## src/hw/rtl/hq_ram.sv

```systemverilog
`default_nettype none

// Simple dual-port RAM, one write port, one registered read port
module hq_ram #(
    parameter int WIDTH = 16,
    parameter int DEPTH = 256,
    parameter int AW    = $clog2(DEPTH)
) (
    input  wire logic             aclk,
    input  wire logic             we,
    input  wire logic [AW-1:0]    waddr,
    input  wire logic [WIDTH-1:0] wdata,
    input  wire logic [AW-1:0]    raddr,
    output logic      [WIDTH-1:0] rdata
);

    logic [WIDTH-1:0] mem [DEPTH];

    always_ff @(posedge aclk) begin
        if (we) begin
            mem[waddr] <= wdata;
        end
        rdata <= mem[raddr];
    end

endmodule

`default_nettype wire

```

## config.mk

```make
export PLATFORM = sky130hd
export DESIGN_NAME = hq_ram
export DESIGN_NICKNAME = d
export VERILOG_FILES = /design/src/hw/rtl/hq_ram.sv
export SDC_FILE = /design/constraint.sdc
export NUM_CORES = 2
export LEC_CHECK = 0
export BUFFER_PORTS_ARGS = -buffer_cell sky130_fd_sc_hd__buf_2
export CORE_ASPECT_RATIO = 1.1
export CORE_UTILIZATION = 30
export CTS_BUF_LIST = sky130_fd_sc_hd__clkbuf_4 sky130_fd_sc_hd__clkbuf_8
export DETAILED_ROUTE_END_ITERATION = 8
export SKIP_LAST_GASP = 1
export SYNTH_ARGS = -nofsm -noshare
export SYNTH_HDL_FRONTEND = slang
export SYNTH_SLANG_ARGS = --single-unit
```

## constraint.sdc

```tcl
create_clock -name aclk -period 3.31 [get_ports aclk]
set_clock_uncertainty 0.05 [all_clocks]
set_input_delay 0.4965 -clock aclk [delete_from_list [all_inputs] [get_ports aclk]]
set_output_delay 0.4965 -clock aclk [all_outputs]
set_load 0.01 [all_outputs]
```

## After elaboration in Yosys (flattened, before gate mapping)

Memories as Yosys holds them, arrays and structs flattened. A register that Yosys moved wholly into a read port is not among the register bits.
Index checks and enable logic that the tools add are counted.

- Flip-flop bits (word level): 0
- RAM bits: 4096
- Bits of input ports: 34
- Output and inout port bits: 16
- Word-level logic and storage cells: 3
- Memories kept: 1

Memory list:

| name | depth | bits a word | read ports | clocked after memory_dff | wr ports | line | text |
|---|---|---|---|---|---|---|---|
| mem | 256 | 16 | 1 | 1 | 1 | 17 | `logic [WIDTH-1:0] mem [DEPTH];` |

- Mux-type cells: 2

Operators with widths:

| cell | number |
|---|---|
| 1-bit two-way mux | 2 |

## Depth between registers and ports, before layout

- Depth after elaboration: 2
- Depth in mapped cells: 12
- Mapped depth without buffers: 6

## Worst setup path after synthesis

Ideal clock, no wire load.

- Kind: input port to flip-flop
- Start point: in waddr[3]
- End point: mem mem[235][0], enable pin
- Setup time: 0.388 ns
- Arrival: 2.273 ns
- Required time: 2.872 ns
- Setup slack: 0.598 ns
- Stages: 6
- Path buffers: 3
- Path through: clkbuf_1 nor2b_1 clkbuf_1 nand4_1 clkbuf_1 nor2_1

RTL lines:

| item | line | text |
|---|---|---|
| from (decl) | 11 | `input wire logic [AW-1:0] waddr,` |
| to (decl) | 17 |  |

Straight into the memory's write port.

==> flow_metrics.env <==
export IMPL_routed_wire_length_per_instance_um=27.7
export IMPL_setup_violations_final=0
export IMPL_timing_final_hold_violations=0
export IMPL_whs_path_depth=5
export IMPL_cts_num_sinks=4112
export IMPL_worstSetupEndpointType="flop"
export IMPL_yosys_cell_types_count=52
export IMPL_cts_htree_levels=6
export IMPL_result_of_the_run="finished, violations left"
export IMPL_route_detailed_drc=18
export IMPL_violations="design-rule violations"
export IMPL_critPathArrivalTime_ps=4030
export IMPL_wire_length_of_the_first_global_routing_pass_um=630000
export IMPL_async_reset_ff_frac=0
export IMPL_crit_path_max_fanout=2
export IMPL_layout_drive_gt1_share=0.331
export IMPL_synthTopCellsByArea="sky130_fd_sc_hd__edfxtp_1 77%, sky130_fd_sc_hd__mux4_2 11%, sky130_fd_sc_hd__mux2i_1 3.6%, sky130_fd_sc_hd__o221ai_1 1.4%, sky130_fd_sc_hd__nor2_1 0.72%"
export IMPL_grt_antenna_before_repair=42
export IMPL_power_frac_clock=0.404
export IMPL_numCtsBuffers=661
export IMPL_fillers=48275
export IMPL_die_y_um=765
export IMPL_grt_remaining_overflow=0
export IMPL_power_mw=107
export IMPL_timing_final_crit_share=0.924
export IMPL_max_buffers_root_to_sink=4
export IMPL_mappedNetlistNets=7394
export IMPL_port_buffers=49
export IMPL_worst_setup_path_start_kind="flop"
export IMPL_hpwl_um=282000
export IMPL_drt_first_iter_violations=10122
export IMPL_area_growth_synth_to_final_pct=18.5
export IMPL_initial_utilization=0.302
export IMPL_area_fraction_of_the_dominant_cell_type_after_synthesis=0.775
export IMPL_maxCapViolCount=0
export IMPL_p_int_mw=82.7
export IMPL_switchingPower_mw=24.3
export IMPL_clk_latency_ps=1220
export IMPL_grt_max_degree=129
export IMPL_clock_tree_from_tritoncts="built"
export IMPL_report_final_slew_viol_count=0
export IMPL_via_count=82756
export IMPL_reg2reg_depth=6
export IMPL_grt_setup_unrepaired="false"
export IMPL_post_route_util=0.358
export IMPL_synth_cells=7360
export IMPL_timing_final_crit_period_ps=3060
export IMPL_multiInputGateArea_sq_mm=0.0330
export IMPL_clk_transition_reported_paths_ps=70
export IMPL_via_count_of_the_first_global_routing_pass=84029
export IMPL_netlist_area_sq_mm=0.159
export IMPL_critPathRequiredTime_ps=4290
export IMPL_synth_yosys_warnings=0
export IMPL_measured_slew_at_the_worst_slew_check_pin_ps=1170
export IMPL_pwr_share_comb=0.057
export IMPL_final_instance_count_without_filler_cells=16162
export IMPL_firstDrtPassIters=9
export IMPL_crit_type="reg2reg"
export IMPL_grt_util_all_layers=0.164
export IMPL_clk_root_buffer_cell="sky130_fd_sc_hd__clkbuf_8"
export IMPL_floorplan_die_area_sq_mm=0.532
export IMPL_postSynth_topFlopCell="sky130_fd_sc_hd__edfxtp_1"
export IMPL_switching_share=0.227
export IMPL_rows=279
export IMPL_gpl_final_weighted_congestion=0.878
export IMPL_total_leakage_power_nw=60.3
export IMPL_post_route_worst_setup_slack_ps=253
export IMPL_average_instance_area_after_synthesis_sq_um=21.6
export IMPL_synth_ff_latch_count=4112
export IMPL_hp_class="in2reg"
export IMPL_pre_cts_ws_ps=-1100
export IMPL_register_area_sq_mm=0.123
export IMPL_yosys_area_top_type="sky130_fd_sc_hd__edfxtp_1"
export IMPL_final_antenna_net_count=0
export IMPL_vdd_ir_drop_worst_v=0.000464
export IMPL_placed_cells_incl_taps=14946
export IMPL_slew_limit_headroom=0.217
export IMPL_synth_edf_count=4096
export IMPL_die_w_um=696
export IMPL_power_share_sequential=0.539
export IMPL_max_freq_mhz=327
export IMPL_routed_wl_um=448000
export IMPL_finalNetCount=8641
export IMPL_io_pins=50
export IMPL_synth_seq_area_share=0.777
export IMPL_avgViaCountPerCell=5.12
export IMPL_power_per_cell_area_mw_per_mm2=568
export IMPL_coreArea_sq_mm=0.526
==> per-layer routing <==
layer	routed length [um]	GRT usage	vias to the layer above
met5	176	0	-
met4	16100	0.0595	24
met3	39600	0.0336	709
met2	211000	0.262	4140
met1	181000	0.222	43924
li1	-	-	33959
==> cells in the mapped netlist (26+ instances only) <==
cell type / n
sky130_fd_sc_hd__nand3_1: 35
sky130_fd_sc_hd__mux2i_1: 565
sky130_fd_sc_hd__nand2_1: 38
sky130_fd_sc_hd__buf_6: 77
sky130_fd_sc_hd__buf_2: 76
sky130_fd_sc_hd__buf_1: 27
sky130_fd_sc_hd__mux4_2: 797
sky130_fd_sc_hd__edfxtp_1: 4096
sky130_fd_sc_hd__o22ai_1: 148
sky130_fd_sc_hd__clkbuf_1: 230
sky130_fd_sc_hd__buf_4: 26
sky130_fd_sc_hd__o221ai_1: 252
sky130_fd_sc_hd__nor2_1: 304
sky130_fd_sc_hd__a21oi_1: 175
sky130_fd_sc_hd__o21ai_0: 37
sky130_fd_sc_hd__mux2_2: 88
sky130_fd_sc_hd__a22o_1: 32
sky130_fd_sc_hd__a22oi_1: 43
sky130_fd_sc_hd__a221oi_1: 28
sky130_fd_sc_hd__nor3_1: 92
sky130_fd_sc_hd__nand4_1: 26
==> flip-flops by register name, indices dropped and copies added, names as in the netlist <==
signal / cells
mem: 4096
rdata: 16
==> worst max-delay path, cell delays in order, from the launching register on <==
cell and delay, ps:
sky130_fd_sc_hd__edfxtp_1 370, sky130_fd_sc_hd__mux4_2 530, sky130_fd_sc_hd__mux4_2 570, sky130_fd_sc_hd__a22o_1 380, sky130_fd_sc_hd__o32ai_2 730, sky130_fd_sc_hd__buf_4 230, sky130_fd_sc_hd__nor4_1 40
==> repair_timing <==
action | 4_1_cts | 5_1_grt
buffers inserted | 0 | 0
resized for setup | 1 | 0
hold buffers | 23 | 0
setup endpoints to repair | 1 | 0
endpoints found under the hold margin | 2554 | 0
==> cell families after synthesis <==
kind of cell	after synthesis	share of synthesized area
AND/OR/NAND/NOR	556	0.0157
multiplexers	1450	0.155
AO/OA/AOI/OAI	786	0.0354
flip-flops	4112	0.777
buffers and inverters	456	0.0169
==> layout make-up <==
type                            count  area share
Sequential cell                  4112       0.655
Multi-Input combinational cell   2792       0.175
Clock buffer                      906      0.0586
Timing Repair Buffer             1036      0.0534
Tap cell                         7025      0.0467
Clock inverter                    272      0.0104
Antenna cell                       15    0.000200
Inverter                            4    0.000146
==> power by group through the flow <==
stage,logic [mW],clock network [mW],registers [mW]
after global routing,6.39,46.1,57.6
final,6.14,43.2,57.6
after global placement,6.01,0,58.7
after floorplan,2.83,0,58.6
after detailed placement,6.11,0,58.7
after CTS,6.16,43.9,57.6
==> path summary, 6_finish.rpt <==
| path | slack [ps] | from | end |
|---|---|---|---|
| setup / recovery | 250 | mem[59][14] | rdata[14] |
| hold / removal | 190 | waddr[4] | mem[51][0] |
| setup reg to reg | 250 | mem[59][14] | rdata[14] |
| hold reg to reg | 990 | mem[202][8] | rdata[8] |
==> through the flow <==
stage	setup TNS [ps]	hold WS (ps)	area [sq um]
finish	0	194	188000
floorplan	0	545	159000
global route	0	176	188000
CTS	0	26.2	188000
global placement	-8230	806	175000
detailed placement	-8060	816	175000
==> placed cells by master (no fill, tap or decap), drive strengths merged, types with 38 or more instances in the layout <==
master / instances
clkinv: 212
buf: 1013
a21oi: 175
mux2: 88
edfxtp: 4096
a22oi: 43
inv: 42
mux2i: 565
nor3: 92
o21ai: 38
clkbuf: 906
o221ai: 253
o22ai: 148
nor2: 304
nand2: 38
mux4: 797
Note: power is estimated with default switching activity, not from simulation.
