$ cat config.mk
export PLATFORM = sky130hd
export DESIGN_NAME = hq_div
export DESIGN_NICKNAME = d
export VERILOG_FILES = /design/src/hw/rtl/hq_div.sv
export SDC_FILE = /design/constraint.sdc
export NUM_CORES = 1
export LEC_CHECK = 0
export ABC_AREA = 1
export ABC_CLOCK_PERIOD_IN_PS = 10000
export BUFFER_PORTS_ARGS = -buffer_cell sky130_fd_sc_hd__buf_4
export CORE_MARGIN = 3
export CORE_UTILIZATION = 55
export CTS_CLUSTER_DIAMETER = 60
export CTS_CLUSTER_SIZE = 12
export DETAILED_ROUTE_END_ITERATION = 8
export PLACE_DENSITY_LB_ADDON = 0.25
export SLEW_MARGIN = 10
export SYNTH_ARGS = -nofsm -noshare
export SYNTH_HDL_FRONTEND = slang
export SYNTH_SLANG_ARGS = --single-unit
$ cat constraint.sdc
create_clock -name aclk -period 10 [get_ports aclk]
set_input_delay 1 -clock aclk [delete_from_list [all_inputs] [get_ports aclk]]
set_output_delay 1 -clock aclk [all_outputs]
set_load 0.02 [all_outputs]
$ cat src/hw/rtl/hq_div.sv
`default_nettype none

// Restoring divider, one quotient bit per cycle.
// Remainder starts at init_rem (must be below divisor); the bits of
// low_bits are shifted in MSB first, 'steps' of them in all.
module hq_div #(
    parameter int DW = 22,
    parameter int QW = 24,
    parameter int SW = $clog2(QW + 1)
) (
    input  wire logic          aclk,
    input  wire logic          aresetn,
    input  wire logic          start,
    input  wire logic [DW-1:0] init_rem,
    input  wire logic [DW-1:0] divisor,
    input  wire logic [QW-1:0] low_bits,
    input  wire logic [SW-1:0] steps,
    output logic               busy,
    output logic      [QW-1:0] quot
);

    logic [DW-1:0] rem_reg;
    logic [DW-1:0] div_reg;
    logic [QW-1:0] bits_reg;
    logic [QW-1:0] quot_reg;
    logic [SW-1:0] cnt_reg;
    logic          busy_reg;

    logic [DW:0] shifted;
    logic [DW:0] diff;
    logic        ge;

    // one trial subtraction per cycle
    assign shifted = {rem_reg, bits_reg[QW-1]};
    assign ge      = shifted >= {1'b0, div_reg};
    assign diff    = shifted - {1'b0, div_reg};

    always_ff @(posedge aclk) begin
        if (!aresetn) begin
            busy_reg <= 1'b0;
            cnt_reg  <= '0;
        end else if (start) begin
            rem_reg  <= init_rem;
            div_reg  <= divisor;
            bits_reg <= low_bits;
            quot_reg <= '0;
            cnt_reg  <= steps;
            busy_reg <= (steps != '0);
        end else if (busy_reg) begin
            rem_reg  <= ge ? diff[DW-1:0] : shifted[DW-1:0];
            bits_reg <= {bits_reg[QW-2:0], 1'b0};
            quot_reg <= {quot_reg[QW-2:0], ge};
            cnt_reg  <= cnt_reg - SW'(1);
            if (cnt_reg == SW'(1)) begin
                busy_reg <= 1'b0;
            end
        end
    end

    assign busy = busy_reg;
    assign quot = quot_reg;

endmodule

`default_nettype wire

Word level (Yosys, flattened, before mapping)
Cells that the tools add are included.
- logic and storage cells: 25
- output and inout port bits: 25
- flip-flop bits (word level): 98
- input bits: 76
- reductions and logical operators: 4
- eq/ne operators: 1
- add/sub/neg operators: 2
- multiplexer cells: 11
- order comparisons: 1
- operator list (kind ; count):
    24-bit 2-to-1 mux ; 3
    22-bit 2-to-1 mux ; 3
    23-bit by 22-bit >= comparator with 1-bit output ; 1
    22-bit subtractor ; 1
    5-bit 2-to-1 mux ; 2
    5-bit by 1-bit == test with 1-bit output (second input constant) ; 1
    5-bit nonzero test ; 1
    5-bit by 1-bit subtractor with 5-bit output (second input constant) ; 1
    2-bit AND reduction ; 2
    1-bit 2-to-1 mux ; 3
    2-bit nonzero test ; 1

Depth between registers and ports, before layout
- depth after elaboration: 4
- gate-level depth with buffers: 16
- depth with buffers taken out: 15

Worst setup path before layout
OpenSTA, ideal clock, no wires.
- path type: input port to flip-flop
- from: input port start
- to: register bits_reg[0], enable pin
- required time: 9501 ps
- slack: 5492 ps
- arrival time: 4010 ps
- setup time: 499 ps
- path buffers: 0
- stages: 2
- cell sequence: nor2_1 -> nor2_1
- word-level cells in the longest chain between the ends: 2
- RTL lines (what ; line ; RTL):
    from (decl) ; 13 ; input wire logic start,
    2-bit nonzero test (no line) ; n/a ;
    2-bit AND reduction (no line) ; n/a ;
    to (signal assigned) ; 45 ; bits_reg <= low_bits;
    to (signal assigned) ; 51 ; bits_reg <= {bits_reg[QW-2:0], 1'b0};
    to (decl) ; 24 ; logic [QW-1:0] bits_reg;
Every way passes these cells.
A chain may end at the register's enable or synchronous reset.

Final worst setup path
- from: input port start
- to: register quot_reg[5], in the netlist quot[5], enable pin
- word-level cells in the longest chain between the ends: 2
- RTL lines (what ; line ; RTL):
    2-bit nonzero test (no line) ; n/a ;
    2-bit AND reduction (no line) ; n/a ;
    to (signal assigned) ; 52 ; quot_reg <= {quot_reg[QW-2:0], ge};
    to (decl) ; 25 ; logic [QW-1:0] quot_reg;
Every way passes these cells.

==> flow_summary.rst <==
.. list-table::
   :header-rows: 1

   * - Metric
     - Value
   * - Status
     - complete, no violations
   * - DRT antenna net count
     - 0
   * - Core area
     - 10400 um2
   * - Achievable frequency
     - 0.350 GHz
   * - Critical path start-end classification
     - input pin to register
   * - Maximum number of pins on one net before global-route repair
     - 79
   * - Pins Over Slew Limit
     - 0
   * - Fill cell total of the finished layout
     - 880
   * - Antenna fix cells
     - 0
   * - Number of synthesis warnings
     - 0
   * - CP Data Required Time
     - 10040 ps
   * - Initial antenna violation count
     - 0
   * - Final worst path period share
     - 28.6%
   * - Unique masters post-synth
     - 35
   * - Synth cell count leaders
     - sky130_fd_sc_hd__nand2_1, sky130_fd_sc_hd__inv_1, sky130_fd_sc_hd__edfxtp_1
   * - Clock latency reported for the late side of the worst-skew pair
     - 360 ps
   * - Final nets
     - 935
   * - Final worst path period need
     - 2860 ps
   * - Worst clock skew
     - 13.3 ps
   * - Sequential cell area
     - 2880 um2
   * - Final setup TNS
     - 0 ps
   * - Number of input and output port buffers inserted
     - 100
   * - Area fraction of the dominant cell type after synthesis
     - 47.0%
   * - GR Util All Layers
     - 24.5%
   * - Quantity of gates resized following cts
     - 0
   * - Share of the yosys chip area belonging to registers
     - 49.0%
   * - Synth Net Count
     - 839
   * - Final Wtd Congestion
     - 0.967
   * - Critical Path Start Type
     - input pin
   * - Capture instance of the worst register-to-register path
     - rem_reg[20]$_DFFE_PP_
   * - Vias after detailed routing
     - 5035
   * - Count of buffers added by post-CTS timing repair for setup
     - 0
   * - FF-to-FF Start
     - rem_reg[5]$_DFFE_PP_
   * - Synthesized netlist cell count
     - 738
   * - Biggest area consumer among synthesized cells
     - sky130_fd_sc_hd__edfxtp_1
   * - Number of hold-slack violations in the final timing report
     - 0
   * - Sum of net half-perimeters after detailed placement
     - 10700 um
   * - Per-cell via count in the routed design
     - 5.16
   * - Area occupied by multi-input gates
     - 2430 um2
   * - Clock buffer count from CTS
     - 9
   * - Full die area
     - 12000 um2
   * - Reg2reg setup slack
     - 7270 ps
   * - DRT Pass-1 Iters
     - 5
   * - Final design area excluding fillers
     - 6910 um2
   * - Effective utilization at floorplan
     - 56.7%
   * - Leading post-synthesis cells by cell area
     - sky130_fd_sc_hd__edfxtp_1, sky130_fd_sc_hd__nand2_1, sky130_fd_sc_hd__inv_1
   * - Number of synthesized flops with an enable pin
     - 92
   * - Average cell area after synthesis
     - 7.97 um2
   * - Fraction of layout instances using a drive strength above 1
     - 16.2%
   * - Clock Sinks
     - 98
   * - GRT overflow
     - 0
   * - Area added between synthesis and finish
     - 17.4%
   * - Flop and latch count out of synthesis
     - 98
   * - Top-Level Pins
     - 101
   * - X dimension of the die
     - 109 um
   * - Drt wl/cell
     - 14.3 um
   * - Number of placed cells counting well taps
     - 959
   * - Syn Std Cell Area
     - 5880 um2
   * - Primary flip-flop cell chosen by synthesis mapping
     - sky130_fd_sc_hd__edfxtp_1
   * - Arr. time, crit path
     - 2900 ps
   * - Cell at the root of the clock tree
     - sky130_fd_sc_hd__clkbuf_8
   * - Worst-case clock buffer depth
     - 2
   * - Routed WL
     - 14000 um
   * - Wire length of the first global-routing pass
     - 22800 um
   * - Leading cell type by number of instances after synthesis
     - sky130_fd_sc_hd__nand2_1
   * - Destination of the critical timing path
     - quot[5]$_SDFFCE_PP0P_
   * - Number of hold-repair buffers added at the cts stage
     - 0
   * - Critical path peak fanout
     - 78
   * - Post-place instance area
     - 6730 um2
   * - P_leak
     - 3.45 nW
   * - Iter 0 DRT Violations
     - 344
   * - Class of the worst hold path
     - register to register
   * - Count of endpoints failing setup in the final report
     - 0
   * - CTS clk-pin slew, worst paths
     - 90 ps
   * - Row Count
     - 37
   * - Worst setup startpoint
     - start
   * - Via count of the first global-routing pass
     - 4924
   * - H-tree levels
     - 3
   * - Endpoint kind of the worst setup timing path
     - register
   * - TritonCTS clock tree
     - built
   * - Actual slew at the worst max-slew pin
     - 927 ps
   * - Maximum VDD drop
     - 0.106 mV
   * - Number of cells in the finished layout apart from fillers
     - 975
   * - Die Span Y
     - 109 um
   * - Total of max-cap violations
     - 0
   * - Post-synthesis async set-or-reset flop share
     - 0%
   * - Max transition margin
     - 38.1%
   * - Unrepaired setup endpoints after global routing
     - no
   * - P per Cell Area
     - 147 nW/um2
   * - Worst Reg-to-Reg Cells
     - 12
   * - Residual DRC
     - 0
==> cells by family (layout without fill, tap and decap cells) <==
kind of cell,after synthesis,after routing,synth area share [%]
adder cells (fa/ha/maj),25,25,5.44
AO/OA/AOI/OAI,31,31,2.87
AND/OR/NAND/NOR,432,432,31.6
flip-flops,98,98,49.0
XOR/XNOR,9,9,1.34
buffers and inverters,143,244,9.74
==> layout make-up <==
cell class	count	area share, %
inverter	124	6.74
multi-input combinational	497	35.3
timing repair buffer	104	11.3
sequential	98	41.7
tap	136	2.46
clock inverter	4	0.381
clock buffer	12	2.10
==> worst min path at each step <==
| stage | end | from | cells past startpoint |
|---|---|---|---|
| CTS | cnt_reg[3]$_SDFFE_PN0N_ | cnt_reg[3]$_SDFFE_PN0N_ | 2 |
| floorplan | cnt_reg[3]$_SDFFE_PN0N_ | cnt_reg[3]$_SDFFE_PN0N_ | 2 |
| detailed placement | cnt_reg[2]$_SDFFE_PN0N_ | cnt_reg[2]$_SDFFE_PN0N_ | 2 |
| global placement | cnt_reg[3]$_SDFFE_PN0N_ | cnt_reg[3]$_SDFFE_PN0N_ | 2 |
| global route | bits_reg[23]$_DFFE_PP_ | bits_reg[22]$_DFFE_PP_ | 2 |
| finish | cnt_reg[2]$_SDFFE_PN0N_ | cnt_reg[2]$_SDFFE_PN0N_ | 2 |
==> layer usage <==
metal  global-route usage [%]  wire, um  part of all wire, %
met5                        0         0                    0
met4                     8.28       241                  1.7
met3                     4.29       941                  6.7
met2                     39.2      6730                   48
met1                     33.9      6070                   43
==> worst max-delay path: stages <==
cell and delay, ps:
sky130_fd_sc_hd__buf_4 570, sky130_fd_sc_hd__nor2_1 270, sky130_fd_sc_hd__nor2_4 610, sky130_fd_sc_hd__buf_4 440
==> power by group <==
group          switching (mW)  internal, mW
clock                   0.133        0.0976
sequential             0.0139         0.487
combinational           0.173         0.107
==> metrics by stage <==
step	total power [mW]	hold slack [ps]	util [%]	worst slack [ps]
final	1.01	514	66.6	7140
after global routing	1.08	527	66.6	6940
after CTS	1.02	516	66.6	7130
after detailed placement	0.786	502	64.9	6730
after global placement	0.779	481	64.9	6850
after floorplan	0.701	460	-	5490
==> placed cells by master (no fill, tap or decap), types with 8 or more instances in the layout <==
cell	instances
sky130_fd_sc_hd__nand2_1	282
sky130_fd_sc_hd__inv_1	122
sky130_fd_sc_hd__buf_4	104
sky130_fd_sc_hd__edfxtp_1	92
sky130_fd_sc_hd__nor2_1	50
sky130_fd_sc_hd__nand3_1	48
sky130_fd_sc_hd__nand3b_1	25
sky130_fd_sc_hd__ha_1	24
sky130_fd_sc_hd__a21oi_1	15
sky130_fd_sc_hd__clkbuf_8	10
sky130_fd_sc_hd__o21ai_0	9
sky130_fd_sc_hd__xnor2_1	8
Note: power is estimated with default switching activity, not from simulation.
