===== config.mk =====
export PLATFORM = sky130hd
export DESIGN_NAME = hq_cfg
export DESIGN_NICKNAME = d
export VERILOG_FILES = /design/src/hw/rtl/hq_pkg.sv /design/src/hw/rtl/hq_cfg.sv
export SDC_FILE = /design/constraint.sdc
export NUM_CORES = 1
export LEC_CHECK = 0
export CORE_ASPECT_RATIO = 1.1
export CORE_UTILIZATION = 60
export DETAILED_ROUTE_END_ITERATION = 8
export DONT_BUFFER_PORTS = 1
export PLACE_DENSITY = 0.76
export SYNTH_ARGS = -nofsm -noshare
export SYNTH_HDL_FRONTEND = slang
export SYNTH_SLANG_ARGS = --single-unit

===== constraint.sdc =====
create_clock -name aclk -period 1.4 [get_ports aclk]
set_input_delay 0.14 -clock aclk [delete_from_list [all_inputs] [get_ports aclk]]
set_output_delay 0.14 -clock aclk [all_outputs]
set_load 0.02 [all_outputs]

===== src/hw/rtl/hq_pkg.sv =====
`default_nettype none

package hq_pkg;

    // Fixed sample format: unsigned Q0.16
    localparam int SAMPLE_BITS    = 16;
    localparam int BINS_DEF       = 256;
    localparam int COUNT_BITS_DEF = 22;

    // APB address width: two 32-bit registers at byte offsets 0 and 4
    localparam int PADDR_W = 3;

    localparam logic [SAMPLE_BITS-1:0] LOW_BOUND_RESET  = 16'h0000;
    localparam logic [SAMPLE_BITS-1:0] HIGH_BOUND_RESET = 16'hFFFF;

    // Register index codes
    typedef enum logic {
        REG_LOW_BOUND  = 1'b0,
        REG_HIGH_BOUND = 1'b1
    } hq_reg_t;

    // Range setting handed from the register file to the datapath
    typedef struct packed {
        logic [SAMPLE_BITS-1:0] low;
        logic [SAMPLE_BITS-1:0] high;
    } hq_bounds_t;

endpackage

`default_nettype wire


===== src/hw/rtl/hq_cfg.sv =====
`default_nettype none

// APB register file: low and high bound
module hq_cfg (
    input  wire logic                        aclk,
    input  wire logic                        aresetn,
    input  wire logic                        psel,
    input  wire logic                        penable,
    input  wire logic                        pwrite,
    input  wire logic [hq_pkg::PADDR_W-1:0]  paddr,
    input  wire logic [31:0]                 pwdata,
    output logic      [31:0]                 prdata,
    output logic                             pready,
    output hq_pkg::hq_bounds_t               bounds
);

    logic [hq_pkg::SAMPLE_BITS-1:0] low_reg;
    logic [hq_pkg::SAMPLE_BITS-1:0] high_reg;
    hq_pkg::hq_reg_t                idx;
    logic                           wr_en;

    assign idx   = hq_pkg::hq_reg_t'(paddr[hq_pkg::PADDR_W-1:2]);
    assign wr_en = psel && penable && pwrite;

    always_ff @(posedge aclk) begin
        if (!aresetn) begin
            low_reg  <= hq_pkg::LOW_BOUND_RESET;
            high_reg <= hq_pkg::HIGH_BOUND_RESET;
        end else if (wr_en) begin
            unique case (idx)
                hq_pkg::REG_LOW_BOUND:  low_reg  <= pwdata[hq_pkg::SAMPLE_BITS-1:0];
                hq_pkg::REG_HIGH_BOUND: high_reg <= pwdata[hq_pkg::SAMPLE_BITS-1:0];
                default:                ;
            endcase
        end
    end

    // read mux
    always_comb begin
        unique case (idx)
            hq_pkg::REG_LOW_BOUND:  prdata = 32'(low_reg);
            hq_pkg::REG_HIGH_BOUND: prdata = 32'(high_reg);
            default:                prdata = '0;
        endcase
    end

    assign pready      = 1'b1;
    assign bounds.low  = low_reg;
    assign bounds.high = high_reg;

endmodule

`default_nettype wire


Word level (Yosys, flattened, before mapping)

Cells that the tools add are included.

Bitwise gates (word level): 1
Eq/ne operators: 0
Order comparisons: 0
Divide/modulo/power cells: 0
Add/subtract/negate cells: 0
Multiplexer cells: 1
Shift-type cells: 0
Reduce and logical (&&, ||, !) cells: 4
Multipliers: 0

Operators by type and width:

| operator            | count |
|---|---|
| $pmux W32 S2        | 1 |
| $reduce_and A2 Y1   | 2 |
| $logic_and A1 B1 Y1 | 2 |
| $not A1 Y1          | 1 |

Memories: 0
Register bits: 32
Word-level logic and storage cells: 8
Bits in latches: 0
Output and inout bits: 65
Memory bits (read-only): 0
Memory bits (writable): 0

Depth between registers and ports, before layout

Gate-level depths: netlist of run 1.

Depth after elaboration: 3
Depth in mapped cells: 5
Gate-level depth less buffers: 2

Least setup slack after synthesis of run 1

Ideal clock, no wire load.

Kind: input port to flip-flop
Start point: input port paddr[2] (netlist name)
End point: register low_reg[0] (netlist name)
Library setup time: 0.072 ns
Stages on the path: 5
Data arrival time: 0.932 ns
Slack: 0.397 ns
Buffers on the path: 3
Cell sequence: buf_6 -> and4b_1 -> buf_6 -> buf_12 -> mux2i_1

Word-level cells in the longest chain between the ends: 2

RTL lines:

| what                        | RTL line     | source |
|---|---|---|
| start, declared             | hq_cfg.sv:10 | `input wire logic [hq_pkg::PADDR_W-1:0] paddr,` |
| $not A1 Y1 (no line)        | n/a          |  |
| $reduce_and A2 Y1 (no line) | n/a          |  |
| end signal, assigned        | hq_cfg.sv:27 | `low_reg <= hq_pkg::LOW_BOUND_RESET;` |
| end signal, assigned        | hq_cfg.sv:31 | `hq_pkg::REG_LOW_BOUND: low_reg <= pwdata[hq_pkg::SAMPLE_BITS-1:0];` |
| end, declared               | hq_cfg.sv:17 | `logic [hq_pkg::SAMPLE_BITS-1:0] low_reg;` |

No other way between the ends.
A chain may end at the register's enable or synchronous reset.

==> results of run 1 <==
==> power by group through the flow <==
stage | Clock (uW) | Combinational, uW | Sequential (uW)
after floorplan | 0 | 262 | 989
after global placement | 0 | 200 | 992
after detailed placement | 0 | 205 | 994
after CTS | 553 | 280 | 973
after global routing | 604 | 306 | 977
final | 543 | 287 | 973
==> final timing paths <==
path / end / slack, ns / cells past startpoint
worst max-delay path: low_reg[0]$_SDFFE_PN0P_ / 0.13 / 3
worst min-delay path: high_reg[15]$_SDFFE_PN1P_ / 0.01 / 2
worst max register to register: low_reg[6]$_SDFFE_PN0P_ / 0.57 / 2
worst min register to register: low_reg[3]$_SDFFE_PN0P_ / 0.58 / 2
==> stage by stage <==
step	total power, uW	hold slack, ns	util, %
finish	1800	0.0129	75.1
global route	1890	0.00406	75.1
CTS	1810	0.00387	74.7
detailed placement	1200	0.291	61.7
global placement	1190	0.284	61.7
floorplan	1250	0.282	-
==> cells by family after synthesis <==
kind of cell,Yosys count,share of synthesized area [%]
flops,32,37.5
mux,48,29.3
simple gates,66,19.8
other cells,2,0.439
buf+inv,30,13.0
==> layout make-up <==
class / instances / area [um^2]
multi-input combinational: 131 / 903
fill: 195 / 644
sequential: 32 / 641
timing repair buffer: 31 / 305
clock buffer: 8 / 58.8
tap: 31 / 38.8
==> per-layer routing <==
metal | share of wire, % | up-vias
met5 | 0 | -
met4 | 1.4 | 0
met3 | 6.6 | 7
met2 | 54 | 54
met1 | 38 | 583
li1 | - | 592
==> cells in the final DEF (no fill, tap or decap), drive strengths merged <==
| cell type | count |
|---|---|
| and4 | 1 |
| and4b | 1 |
| mux2 | 16 |
| nor2b | 32 |
| dfxtp | 32 |
| conb | 17 |
| dlygate4sd3 | 29 |
| buf | 2 |
| clkbuf | 8 |
| mux2i | 32 |
| nand2 | 32 |
==> what timing repair did <==
| item | 4_1_cts | 5_1_grt |
|---|---|---|
| setup buffers | 0 | 0 |
| hold buffers | 28 | 1 |
| hold endpoints to repair | 28 | 1 |
==> run_results.csv, run 1 <==
group,metric,value,unit
pwr,p_sw,493,uW
pwr,peakVddDrop,996,uV
clocking,clk_path_buf_depth,2,
global_route,met3_usage,12.3,%
sta,setup_ws,0.131,ns
pwr,swShare,27.3,%
job,maxCapViolCount,0,
global_route,grt_pass1_vias,1273,
synthesis,async_flop_share,0,%
synthesis,ys_seq_elements,32,
clocking,cts-resized-gates,0,
global_route,grt_max_degree,45,
synthesis,synth.area.top_cells,"dfxtp_1 37%, mux2i_1 19%, nor2b_1 12%, mux2_2 11%, buf_4 7.9%",
clocking,worstSkewPairLatency,0.33,ns
synthesis,synthesis.area,1710,um^2
critical_path,crit_path_end_kind,"flop",
critical_path,crit_buf_inv,1,
sta,tns,0,ns
routing,viasPerCell,5.30,
place,place.gp.congestion,0.639,
global_route,grt_overflow_total,0,
floorplanning,dieArea,3070,um^2
synthesis,synth.largest_area_cell,"dfxtp_1",
pwr,comb_power_share,15.9,%
critical_path,timing.setup.critical_path_class,"in2reg",
routing,dr.first_iter.drc_count,32,
global_route,grt_usage,26.6,%
run_status,status,"finished clean",
place,placedInstanceArea,1600,um^2
clocking,cts.sinks,32,
sta,report.final.slew_viol_count,0,
pwr,internal_power,1310,uW
finish,diodes,0,
routing,final_antenna_net_count,0,
critical_path,critPathLaunchType,"input pin",
clocking,htreeDepth,2,
global_route,top_usage_layer,"met2",
global_route,grt.met1_usage,25.5,%
clocking,numCtsBuffers,5,
floorplanning,die_y,58.0,um
critical_path,cp_cell_sequence,"dlygate4sd3_1 > nand2_1 > mux2i_1",
place,hpwl,2.25,mm
worst_hold_path,min_path_type,"in2reg",
synthesis,synth_top_area_share,37.5,%
routing,dr_total_vias,1236,
synthesis,synth_edf_count,0,
synthesis,syn_avg_cell_area,9.60,um^2
critical_path,startpoint,"aresetn",
sta,setup_violations,0,
sta,maxSlewHeadroom,47.2,%
sta,timing.fmax,788,MHz
synthesis,yosys_warnings,0,
synthesis,synth_seq_area_share,37.5,%
critical_path,r2r-start,"low_reg[6]$_SDFFE_PN0P_",
floorplanning,core,2590,um^2
sta,skew,0,ns
finish,area_delta_synth_final,13.9,%
critical_path,max_stage_delay,1.05,ns
global_route,antenna_found_initial,0,
synthesis,synth_common_cells,"32 x dfxtp_1, 32 x mux2i_1, 32 x nand2_1, 32 x nor2b_1, 18 x buf_4",
finish,final_area,1950,um^2
routing,drt-total-wl,3.78,mm
pwr,power.share.clock,30.1,%
finish,final_cell_count_no_fill,233,
global_route,grt_use_met2,49.4,%
synthesis,synthDistinctLibCells,13,
sta,finalHoldViolCount,0,
sta,grt_setup_unrepaired,"no",
critical_path,critPathSlowestCell,"dlygate4sd3_1",
global_route,grt_pass1_wl,5.74,mm
pwr,power_per_cell_area,926,nW/um^2
place,portBuffers,0,
routing,drcViolationCount,0,
finish,fin_nets,241,
place,pre_cts_ws,0.382,ns
critical_path,crit_path_max_fanout,44,
clocking,cts_tree,"yes",
pwr,p_seq_share,54.0,%
synthesis,synth_top_flop_cell,"dfxtp_1",
sta,worst_slew_pin_slew,0.789,ns
critical_path,required,1.65,ns
floorplanning,initial_utilization,66.0,%
worst_hold_path,hold_path_startpoint,"pwdata[15]",
routing,routedWlPerCell,16.2,um
synthesis,syn_inst,178,
clocking,clk_pin_slew,0.09,ns
pwr,p_leak,0.000704,uW
critical_path,path_delay_family,"buffers and inverters",
floorplanning,die_w,52.9,um
finish,drive_gt1_share,11.9,%
sta,period_share,90.7,%
clocking,root_buffer,"clkbuf_4",
sta,fin_crit,1.27,ns
floorplanning,ioPinCount,105,
place,dp_cells,196,
critical_path,arrival,1.52,ns
routing,firstDrtPassIters,4,
floorplanning,rows,19,
(Power assumes the default switching activity.)
==> run 2: changes to the inputs <==
Settings changed: CORE_ASPECT_RATIO 1.1 to 1.4, RECOVER_POWER set to 100.
==> run 2 against run 1 <==
Against the previous run:
- sequential cell count stayed put
- sequential power hardly changed
- routed wire length is 10% lower
- total power is 1.7% lower
- count of clock-buffer cells in the layout stayed put
- final area is 3.1% lower
- critical path type is now reg2out
- highest routed layer unchanged
==> run_results.csv, run 2 (synthesized netlist as in run 1, its figures left out) <==
group,metric,value,unit
global_route,grt_pass1_wl,4.96,mm
critical_path,timing.setup.critical_path_class,"reg2out",
finish,fill_cells,210,
sta,maxSlewHeadroom,24.3,%
place,pre_cts_ws,0.401,ns
finish,seq_area,641,um^2
routing,viasPerCell,5.17,
routing,routedWlPerCell,14.6,um
job,maxCapViolCount,0,
floorplanning,die_w,47.1,um
critical_path,critPathSlowestCell,"mux2_1",
sta,skew,0,ns
critical_path,cp_cell_sequence,"mux2_1",
place,place.gp.congestion,0.591,
run_status,status,"finished clean",
critical_path,crit_buf_inv,0,
routing,drt-total-wl,3.39,mm
clocking,clk_path_buf_depth,2,
sta,report.final.slew_viol_count,0,
clocking,cts.sinks,32,
finish,diodes,0,
sta,setup_ws,0.111,ns
sta,grt_setup_unrepaired,"no",
sta,timing.fmax,776,MHz
floorplanning,die_y,65.2,um
critical_path,crit_path_max_fanout,3,
routing,final_antenna_net_count,0,
clocking,clk_pin_slew,0.10,ns
critical_path,max_stage_delay,0.42,ns
sta,setup_violations,0,
clocking,cts_tree,"yes",
global_route,antenna_found_initial,0,
finish,multi_input_area,903,um^2
pwr,design_power_total,1770,uW
critical_path,required,1.26,ns
worst_hold_path,min_path_type,"in2reg",
global_route,grt_pass1_vias,1177,
clocking,htreeDepth,2,
place,dp_cells,201,
sta,finalHoldViolCount,0,
global_route,grt_overflow_total,0,
clocking,worstSkewPairLatency,0.32,ns
routing,dr.first_iter.drc_count,29,
clocking,root_buffer,"clkbuf_4",
pwr,power_per_cell_area,939,nW/um^2
finish,final_cell_count_no_fill,232,
critical_path,path_delay_family,"multiplexers",
floorplanning,ioPinCount,105,
clocking,post-cts-setup-buffers,0,
finish,fin_nets,235,
floorplanning,dieArea,3070,um^2
place,hpwl,2.00,mm
floorplanning,core,2670,um^2
routing,firstDrtPassIters,4,
global_route,grt_usage,23.1,%
finish,layout_common_cells,"32 x nand2_1, 32 x mux2i_1, 32 x nor2b_1, 32 x dfxtp_1, 22 x dlygate4sd3_1",
routing,drcViolationCount,0,
finish,drive_gt1_share,4.59,%
pwr,p_leak,0.000684,uW
critical_path,arrival,1.15,ns
finish,area_delta_synth_final,10.4,%
sta,worst_slew_pin_slew,1.14,ns
sta,period_share,92.1,%
routing,dr_total_vias,1200,
global_route,grt_max_degree,40,
sta,tns,0,ns
place,portBuffers,0,
critical_path,critPathLaunchType,"flop",
floorplanning,initial_utilization,64.0,%
pwr,peakVddDrop,695,uV
floorplanning,rows,22,
critical_path,crit_path_end_kind,"primary output",
clocking,numCtsBuffers,5,
sta,fin_crit,1.29,ns
run 2: changes by cell type in the layout (fill, tap and decap cells not counted):
cell	change
mux2_1	+15
mux2_2	-15
dlygate4sd3_1	-7
clkbuf_1	+1
run 2: repair_timing:
item | 4_1_cts | 5_1_grt
gates resized for setup | 0 | 1
endpoints found under the hold margin | 30 | 0
setup endpoints to repair | 0 | 6
hold buffers | 23 | 0
run 2: area by class of cell:
class / count / area share, %
clock buffers: 8 / 3.12
well taps: 36 / 2.39
multi-input cells: 131 / 47.9
flip-flops and latches: 32 / 34.0
repair buffers: 25 / 12.7
run 2: per-stage QoR:
| stage | area (um^2) | hold WS, ns | util (%) |
|---|---|---|---|
| 2_1_floorplan | 1770 | 0.282 | - |
| 3_3_place_gp | 1600 | 0.284 | 60.1 |
| 3_5_place_dp | 1600 | 0.293 | 60.1 |
| 4_1_cts | 1890 | 0.00615 | 70.9 |
| 5_1_grt | 1890 | 0.0154 | 70.7 |
| 6_report | 1890 | 0.0159 | 70.7 |
run 2: worst paths after layout:
kind | startpoint | to | slack (ns) | cells after the start
setup / recovery | high_reg[9]$_SDFFE_PN1P_ | prdata[9] | 0.11 | 1
hold / removal | pwdata[14] | high_reg[14]$_SDFFE_PN1P_ | 0.02 | 2
setup reg to reg | low_reg[9]$_SDFFE_PN0P_ | low_reg[9]$_SDFFE_PN0P_ | 0.56 | 2
hold reg to reg | low_reg[2]$_SDFFE_PN0P_ | low_reg[2]$_SDFFE_PN0P_ | 0.58 | 2
run 2: layer usage:
metal	GRT usage, %	up-vias	wire, um
li1	-	576	-
met1	22.1	571	1310
met2	41.7	49	1840
met3	9.34	4	201
met4	8.21	0	39
met5	0	-	0
run 2: report_power, final:
part / switching [uW] / internal [uW]
clock network: 290 / 248
logic: 152 / 110
registers: 42.1 / 930
total: 485 / 1290
==> run 3: changes to the inputs <==
Settings changed: PLACE_DENSITY 0.76 to 0.85.
==> run 3 against run 2 <==
Against the previous run:
- non-clock buffer count is 7 higher
- combinational power rose by 7%
- register-to-register slack barely moved
- total power is 15% higher
- sequential share of layout area down 1.9 points
- critical endpoint is now prdata[2]
- die area unchanged
- first-iteration DRC count shrank 31%
- sequential power hardly changed
- maximum frequency down 2.3%
==> run_results.csv, run 3 (synthesized netlist as in run 1, its figures left out) <==
group,metric,value,unit
run_status,status,"finished clean",
finish,final_cell_count_no_fill,239,
critical_path,critPathLaunchType,"flop",
pwr,design_power_total,2030,uW
clocking,htreeDepth,2,
critical_path,path_delay_family,"multiplexers",
floorplanning,core,2670,um^2
sta,period_share,94.2,%
clocking,root_buffer,"clkbuf_4",
sta,grt_setup_unrepaired,"no",
floorplanning,initial_utilization,64.0,%
clocking,cts_tree,"yes",
global_route,grt_max_degree,46,
routing,dr.first_iter.drc_count,20,
critical_path,r2r_slack,0.56,ns
sta,tns,0,ns
critical_path,critPathSlowestCell,"mux2_1",
critical_path,crit_path_end_kind,"primary output",
finish,area_delta_synth_final,17.0,%
sta,maxSlewHeadroom,47.1,%
global_route,grt_pass1_vias,1295,
clocking,cts-resized-gates,0,
critical_path,crit_buf_inv,0,
finish,diodes,0,
clocking,worstSkewPairLatency,0.33,ns
critical_path,crit_path_max_fanout,3,
critical_path,arrival,1.18,ns
global_route,grt_usage,26.8,%
routing,drt-total-wl,3.74,mm
clocking,clk_pin_slew,0.10,ns
sta,report.final.slew_viol_count,0,
floorplanning,dieArea,3070,um^2
pwr,power_per_cell_area,1020,nW/um^2
floorplanning,die_w,47.1,um
routing,drcViolationCount,0,
sta,setup_violations,0,
routing,viasPerCell,5.15,
critical_path,cp_cell_sequence,"mux2_1",
sta,skew,0,ns
routing,routedWlPerCell,15.7,um
routing,firstDrtPassIters,3,
floorplanning,die_y,65.2,um
critical_path,max_stage_delay,0.44,ns
place,portBuffers,0,
finish,fill_cells,209,
sta,fin_crit,1.32,ns
global_route,grt_overflow_total,0,
worst_hold_path,min_path_type,"in2reg",
finish,drive_gt1_share,4.93,%
sta,timing.fmax,758,MHz
pwr,peakVddDrop,1080,uV
finish,layout_common_cells,"32 x nand2_1, 32 x mux2i_1, 32 x nor2b_1, 32 x dfxtp_1, 30 x dlygate4sd3_1",
critical_path,required,1.26,ns
floorplanning,rows,22,
clocking,clk_path_buf_depth,2,
clocking,cts.sinks,32,
sta,finalHoldViolCount,0,
place,place.gp.congestion,0.628,
clocking,numCtsBuffers,5,
routing,dr_total_vias,1231,
pwr,p_leak,0.000727,uW
global_route,grt_pass1_wl,5.69,mm
job,maxCapViolCount,0,
place,dp_cells,201,
critical_path,timing.setup.critical_path_class,"reg2out",
sta,worst_slew_pin_slew,0.790,ns
routing,final_antenna_net_count,0,
floorplanning,ioPinCount,105,
place,hpwl,2.09,mm
global_route,antenna_found_initial,0,
finish,fin_nets,242,
[run 3: layout make-up]
type                       instances  area [um^2]  area share, %
multi-input combinational        131          903           45.2
sequential                        32          641           32.0
timing repair buffer              32          315           15.8
clock buffer                       7         65.1           3.25
tap                               36         45.0           2.25
clock inverter                     1         30.0           1.50
[run 3: per-layer routing]
layer,track usage [%],up-vias,routed length [um]
met5,0,-,0
met4,10.0,0,66
met2,46.7,55,2020
li1,-,590,-
met1,26.7,577,1430
met3,11.5,9,227
[run 3: where the power goes]
part	leakage [uW]	switching (uW)	total (uW)	internal, uW
logic	0.000416	156	280	124
registers	0.000260	42.1	972	930
clock network	0.0000515	307	781	474
[run 3: path summary, 6_finish.rpt]
path                               end                      from  depth (start not counted)
max                          prdata[2]  high_reg[2]$_SDFFE_PN1P_                          1
min          high_reg[12]$_SDFFE_PN1P_                pwdata[12]                          2
max reg2reg    low_reg[2]$_SDFFE_PN0P_   low_reg[2]$_SDFFE_PN0P_                          2
min reg2reg   low_reg[14]$_SDFFE_PN0P_  low_reg[14]$_SDFFE_PN0P_                          2
[run 3: repair_timing]
item	4_1_cts	5_1_grt
hold buffers	29	1
setup buffers	0	0
endpoints found under the hold margin	29	1
[run 3: metrics by stage]
step                hold WS [ns]  util [%]  worst slack [ns]  area (um^2)
floorplan                  0.282         -             0.397         1770
global placement           0.285      60.1             0.471         1600
CTS                     0.000610      74.5             0.117         1990
global route             0.00668      74.9            0.0326         2000
finish                    0.0174      74.9            0.0811         2000
detailed placement         0.293      60.1             0.418         1600
